===== src/hdl/looped_event_window_match_top_macros.svh =====
// Assertion macros for the looped event window match block.
// Included by the top level; depends on nothing else.
`ifndef LOOPED_EVENT_WINDOW_MATCH_TOP_MACROS_SVH
`define LOOPED_EVENT_WINDOW_MATCH_TOP_MACROS_SVH

// Same-cycle implication, disabled while in reset.
`define LEWM_ASSERT_NOW(label, clk, rst_n, ante, cons, msg) \
    label: assert property (@(posedge clk) disable iff (!rst_n) (ante) |-> (cons)) \
        else $error(msg);

// Next-cycle implication, disabled while in reset.
`define LEWM_ASSERT_NEXT(label, clk, rst_n, ante, cons, msg) \
    label: assert property (@(posedge clk) disable iff (!rst_n) (ante) |=> (cons)) \
        else $error(msg);

`endif


===== src/hdl/lewm_pkg.sv =====
// Shared constants, codes and controller/datapath interface types for
// the looped event window match block. No dependencies.
package lewm_pkg;

    // Table geometry
    localparam int TABLE_DEPTH = 256;
    localparam int AW          = (TABLE_DEPTH > 1) ? $clog2(TABLE_DEPTH) : 1;
    localparam int CW          = $clog2(TABLE_DEPTH + 1);

    // Field widths
    localparam int DATA_W  = 32;
    localparam int SPAN_W  = 33;
    localparam int S256_W  = SPAN_W + 8;       // span in 1/256 s
    localparam int TIME_W  = 48;
    localparam int DIFF_W  = TIME_W + 1;
    localparam int BW      = S256_W + 10;      // window bound width, signed
    localparam int LIM_W   = 7;
    localparam int IDX_W   = 8;
    localparam int DCNT_W  = $clog2(TIME_W);

    localparam logic [LIM_W-1:0]  MAX_HITS   = 7'd64;
    localparam logic [SPAN_W-1:0] SPAN_RESET = 33'd86400;

    // Command codes
    localparam logic [1:0] CMD_LOAD  = 2'd0;
    localparam logic [1:0] CMD_CLEAR = 2'd1;
    localparam logic [1:0] CMD_QUERY = 2'd2;

    // Result kinds
    localparam logic [1:0] KIND_LOAD_ACK  = 2'd0;
    localparam logic [1:0] KIND_CLEAR_ACK = 2'd1;
    localparam logic [1:0] KIND_HIT       = 2'd2;
    localparam logic [1:0] KIND_EMPTY     = 2'd3;

    // Controller to datapath commands
    typedef struct packed {
        logic load;
        logic clear;
        logic query_cap;
        logic div_step;
        logic fix_a;
        logic sum_b;
        logic wrap_calc;
        logic scan_run;
        logic flush;
    } t_dp_cmd;

    // Datapath to controller status
    typedef struct packed {
        logic query_void;
        logic div_done;
        logic scan_done;
    } t_dp_stat;

endpackage


===== src/hdl/lewm_ctrl.sv =====
// Controller state machine: sequences load, clear and query work in the
// datapath. Depends on lewm_pkg.
module lewm_ctrl
    import lewm_pkg::*;
(
    input  logic       i_clk,
    input  logic       i_rst_n,
    input  logic       i_start,
    input  logic [1:0] i_command,
    input  t_dp_stat   i_stat,
    output t_dp_cmd    o_cmd,
    output logic       o_busy
);

    typedef enum logic [6:0] {
        ST_IDLE = 7'b0000001,
        ST_DIV  = 7'b0000010,
        ST_FIXA = 7'b0000100,
        ST_SUMB = 7'b0001000,
        ST_WRAP = 7'b0010000,
        ST_SCAN = 7'b0100000,
        ST_FLSH = 7'b1000000
    } t_state;

    t_state r_state;
    t_state n_state;

    // State register
    always_ff @(posedge i_clk) begin
        if (!i_rst_n) begin
            r_state <= ST_IDLE;
        end else begin
            r_state <= n_state;
        end
    end

    // Next state and datapath commands
    always_comb begin
        n_state = r_state;
        o_cmd   = '0;
        case (r_state)
            ST_IDLE: begin
                if (i_start) begin
                    case (i_command)
                        CMD_LOAD:  o_cmd.load  = 1'b1;
                        CMD_CLEAR: o_cmd.clear = 1'b1;
                        CMD_QUERY: begin
                            o_cmd.query_cap = 1'b1;
                            n_state = i_stat.query_void ? ST_FLSH : ST_DIV;
                        end
                        default: ; // unused code: taken, no result
                    endcase
                end
            end
            ST_DIV: begin
                o_cmd.div_step = 1'b1;
                if (i_stat.div_done) begin
                    n_state = ST_FIXA;
                end
            end
            ST_FIXA: begin
                o_cmd.fix_a = 1'b1;
                n_state     = ST_SUMB;
            end
            ST_SUMB: begin
                o_cmd.sum_b = 1'b1;
                n_state     = ST_WRAP;
            end
            ST_WRAP: begin
                o_cmd.wrap_calc = 1'b1;
                n_state         = ST_SCAN;
            end
            ST_SCAN: begin
                o_cmd.scan_run = 1'b1;
                if (i_stat.scan_done) begin
                    n_state = ST_FLSH;
                end
            end
            ST_FLSH: begin
                o_cmd.flush = 1'b1;
                n_state     = ST_IDLE;
            end
            default: n_state = ST_IDLE;
        endcase
    end

    assign o_busy = (r_state != ST_IDLE);

endmodule


===== config.mk =====
export PLATFORM = sky130hd
export DESIGN_NAME = lewm_ctrl
export DESIGN_NICKNAME = d
export VERILOG_FILES = /design/src/hdl/looped_event_window_match_top_macros.svh /design/src/hdl/lewm_pkg.sv /design/src/hdl/lewm_ctrl.sv
export SDC_FILE = /design/constraint.sdc
export NUM_CORES = 1
export LEC_CHECK = 0
export BUFFER_PORTS_ARGS = -buffer_cell sky130_fd_sc_hd__buf_4
export CAP_MARGIN = 20
export CORE_AREA = 2 2 39 41
export DETAILED_ROUTE_END_ITERATION = 8
export DIE_AREA = 0 0 41 43
export HOLD_SLACK_MARGIN = 0.1
export PLACE_DENSITY = 0.72
export SLEW_MARGIN = 25
export SYNTH_ARGS = -nofsm -noshare
export SYNTH_HDL_FRONTEND = slang
export SYNTH_SLANG_ARGS = --single-unit
export TNS_END_PERCENT = 50

===== constraint.sdc =====
create_clock -name i_clk -period 1.4 [get_ports i_clk]
set_clock_uncertainty 0.2 [all_clocks]
set_input_delay 0.21 -clock i_clk [delete_from_list [all_inputs] [get_ports i_clk]]
set_output_delay 0.21 -clock i_clk [all_outputs]
set_load 0.005 [all_outputs]

Word-level counts from Yosys, hierarchy flattened
Index checks and enable logic that the tools add are counted.
{ "totals": {"ff_bits": 7, "input_bits": 8, "out_inout_bits": 10, "elab_cells": 34} }
{ "op_classes": {"n_eq_ne": 14, "muxes": 17, "n_reduce_logical": 2} }
{ "op_table": {"columns": ["op", "count"], "rows": [
  ["$pmux 7 s6", 1],
  ["$mux 7", 5],
  ["$mux 1", 9],
  ["$eq 7x1->1 const B", 1],
  ["$eq 7x2->1 const B", 1],
  ["$eq 7x3->1 const B", 1],
  ["$eq 7x4->1 const B", 1],
  ["$eq 7x5->1 const B", 1],
  ["$eq 7x6->1 const B", 1],
  ["$eq 7x7->1 const B", 1],
  ["$ne 7x1->1 const B", 1],
  ["$mux 3", 2],
  ["$ne 2x2->1 const B", 3],
  ["$reduce_and 4->1", 1],
  ["$eq 2x1->1 const B", 1],
  ["$eq 2x2->1 const B", 1],
  ["$logic_not 2->1", 1],
  ["$ne 2x1->1 const B", 1]
]} }

Logic depth before layout (Yosys ltp)
{ "logic_depth": {"ltp_word": 4, "depth_mapped": 6, "mapped_depth_nobuf": 5} }

Worst setup path after synthesis
OpenSTA, ideal clock, no wires.
{ "synth_path": {"path_type": "reg-to-output", "startpoint": "reg r_state[0]", "endpoint": "out o_cmd[2] (netlist name)", "arrival_time_ns": 1.080, "t_required_ns": 0.990, "path_slack_ns": -0.090, "path_stages_with_launch": 6, "path_cell_list": "dfxtp_1 buf_6 nor2_1 nand3b_1 or3b_1 inv_2"} }
{ "synth_lines": {"columns": ["item", "line", "rtl"], "rows": [
  ["start, declared", "lewm_ctrl.sv:25", "t_state r_state;"],
  ["start signal, assigned", "lewm_ctrl.sv:33", "r_state <= n_state;"],
  ["end, declared", "lewm_ctrl.sv:11", "output t_dp_cmd o_cmd,"]
]} }

==> key figures <==
Pwr
  – Register share of total power: 27.7%
  – Sw Ratio: 32.17%
  – Pleak: 0.4327 nW
  – Internal power of the cells: ~0.57 mW
  – Power per Cell Area: 843.8 nW/um^2
  – Power share of the clock group: between 20 and 25%
  – Net switching power figure: 0.2693 mW
  – Combinational group share of total power: 50.3%
  – IR drop worst, VDD: 0.5036 mV
  – Power, Total: 0.8372 mW

CTS
  – Clock tree from TritonCTS: built
  – CTS H-tree lvls: 1
  – Root Buffer Master: clkbuf_4
  – Maximum buffer depth of the clock tree: 2
  – Clock buffer count from CTS: 3
  – Worst-path clk slew: 0.05 ns
  – Clock sinks: 7
  – Clock network latency to the later pin of the worst-skew pair: 0.25 ns

Critical path
  – Number of buffer and inverter stages on the critical path: 1
  – Logic depth of the worst register-to-register path: 6
  – RR Startpoint: r_state[3]
  – Critical path type: flip-flop to output port
  – Data arrival time of the critical path: between 1 and 1.5 ns
  – Delay-heaviest family, CP: simple AND/OR/NAND/NOR gates
  – Worst path slowest cell: dfxtp_4
  – Critical path capture point type: output port
  – Worst-path fanout max: 4
  – Launching instance or port of the critical path: r_state[3]
  – Slowest stage delay, CP: 0.37 ns
  – Chain of cells forming the critical path: nor3_4, nand3_4, nor4b_2, buf_4
  – Type of origin of the critical path: flip-flop
  – Crit. path cell count: 4
  – Critical path data required time: ~1 ns

Layout
  – Final core utilization: 71.70%
  – Final cell count without fillers: 115
  – Area grow syn2layout: 107.6%
  – Post-route design area: 992.2 sq um
  – Fin nets: between 100 and 150
  – Largest registers: r_state x7
  – Most flop-heavy register: r_state
  – Most common library cell in the layout ignoring fill and taps: buf_4
  – Number of fill cells: 109
  – Commonest non-fill, non-tap cells in the layout: buf_4 (32), buf_6 (7), dlygate4sd3_1 (4), dfxtp_2 (4)
  – Number of antenna diodes: 0
  – Max reg flops: 7
  – Fraction of final layout cells sized beyond drive strength 1: between 70% and 80%

Logic synthesis
  – Post-synthesis compound-gate area fraction: 12.83%
  – Post-synthesis adder-cell area fraction: 0%
  – Synthesis-stage register bit count: 7
  – Sequential cell area fraction in the yosys report: 29.32%
  – Synth area leader: dfxtp_1
  – Avg Synthesized Cell Area: roughly 9 sq um
  – Yosys warning total: 0
  – Cell Area, Synth: 478.0 sq um
  – Synthesized-area fraction occupied by and/or/nand/nor cells: 50.52%
  – Mux cell area share after synthesis: 0%
  – Parity-gate share of the synthesized area counting xor and xnor cells: under 10%
  – Top-area cell type share of the netlist area: 29.32%
  – Post-synthesis net count: 61
  – Count of cell types in the netlist: 30
  – Post-synthesis instance total: 53
  – Combinational family with the most area after synthesis: simple AND/OR/NAND/NOR gates
  – Leading post-synthesis cells by cell area: dfxtp_1 (29%), nor4b_1 (7.3%), nor3b_1 (6.3%), nor4b_4 (5.0%), nor2_1 (3.9%)

Timing
  – Fmax: 0.5548 GHz
  – Period minus WS final: 1.802 ns
  – Setup repair after global routing missed its margin: true
  – Period utilization: 128.7%
  – Worst Tran Pin Value: 0.2504 ns
  – Final setup violation count: 17
  – Max_slew headroom: 83.07%
  – Number of pins exceeding their max-slew limit in the final report: 0
  – Final total negative setup slack: -5.047 ns
  – Hold_ws: 0.2620 ns
  – Final worst-path setup slack: -0.4025 ns
  – Number of failing hold endpoints at the final stage: 0

GRT
  – Pin count of the biggest net entering global routing: 9
  – Remaining global-route overflow: 0
  – First-pass GRT wire length: between 2000 and 3000 microns
  – Number of global-route vias before repair: 610
  – Total track usage: around a fifth
  – Antenna violations before repair: 0

Route
  – Initial DRT Pass Iterations: 4
  – Via count normalized by instance count: 4.965
  – Routed length per instance: 13.91 microns
  – Post-detailed-route DRC marker count: 0
  – Remaining number of nets flagged by the antenna check after routing: 0
  – First-iteration detailed-routing DRC count: 4
  – Total wirelength of the detailed-routed design: 1600 microns
  – Number of vias in the routed layout: 571

Min path
  – Critical hold path startpoint: i_command[0]
  – Depth of the worst hold-timing path: 4
  – Class of the most critical hold timing path: primary input to flip-flop

Place
  – IO buf count: 17
  – Placed cell count: 97
  – Placer Congestion: 0.7852
  – Placed cell areas: around 740 sq um
  – Post-DP HPWL: 991.2 microns
  – Setup slack after placement: -0.1854 ns

Floorplan
  – Number of core rows: 14
  – Effective utilization at floorplan: 34.54%
  – Die Footprint: roughly 1800 sq um
  – Height of the die: between 40 and 50 microns
  – Horiz. Die Dim: ~40 microns
  – Placeable core area: between 1000 and 1500 sq um
  – I/O pin cnt: 18

Run status
  – Result of the run: finished with violations
  – Violated checks: setup timing

Flow run
  – Number of max-capacitance violations reported: 0
per-layer routing:
metal  GRT usage, %  wire [microns]  vias to the layer above
li1               -               -                      289
met1          23.72             651                      271
met2          36.56             901                       11
met3          6.283              47                        0
met4          6.000               0                        0
met5              0               0                        -
worst min-delay path, stage by stage:
cell	delay, ns
buf_4	0.12
nor2_1	0.07
o21ai_0	0.21
a211oi_2	0.06
final cells by class:
class	instances	area, sq um	share of cell area (%)
Inverter	4	15.01	1.513
Multi-Input combinational cell	41	415.4	41.87
Clock buffer	4	26.28	2.648
Timing Repair Buffer	43	359.1	36.19
Sequential cell	7	156.4	15.76
Tap cell	16	20.02	2.018
synth_stat cells (all sizes together):
cell type  n
a21boi     1
o22a       1
nor3       2
o21ai      1
or3b       2
and2b      1
and4b      1
a21oi      2
nand2      1
or3        1
nand3      1
and2       2
nor4b      5
nor3b      5
dfxtp      7
xor2       1
and3       1
nor2       6
nand3b     2
buf        1
o31ai      1
o21a       1
inv        4
a211oi     2
nor2b      1
repair_timing:
action / CTS / global route
gates resized for setup: 18 / 10
hold endpoints to repair: 3 / 0
setup endpoints to repair: 17 / 17
buffers inserted: 7 / 3
hold buffers: 4 / 0
pin swaps: 17 / 4
worst paths after layout:
| path | end | slack [ns] |
|---|---|---|
| hold / removal | r_state[1] | 0.26 |
| setup / recovery | o_cmd[7] | -0.40 |
| hold reg to reg | r_state[5] | 0.44 |
| setup reg to reg | r_state[6] | -0.30 |
cells by family after synthesis:
| group | count (synthesis) |
|---|---|
| simple gates | 31 |
| compound gates | 9 |
| flops | 7 |
| buf+inv | 5 |
| xor+xnor | 1 |
power groups by stage:
stage	combinational [mW]	clock [mW]	sequential [mW]
2_1_floorplan	0.151	0	0.228
3_3_place_gp	0.254	0	0.233
3_5_place_dp	0.259	0	0.235
4_1_cts	0.341	0.189	0.232
5_1_grt	0.451	0.198	0.234
6_report	0.422	0.184	0.232
Power figures use the tool's default switching activity.
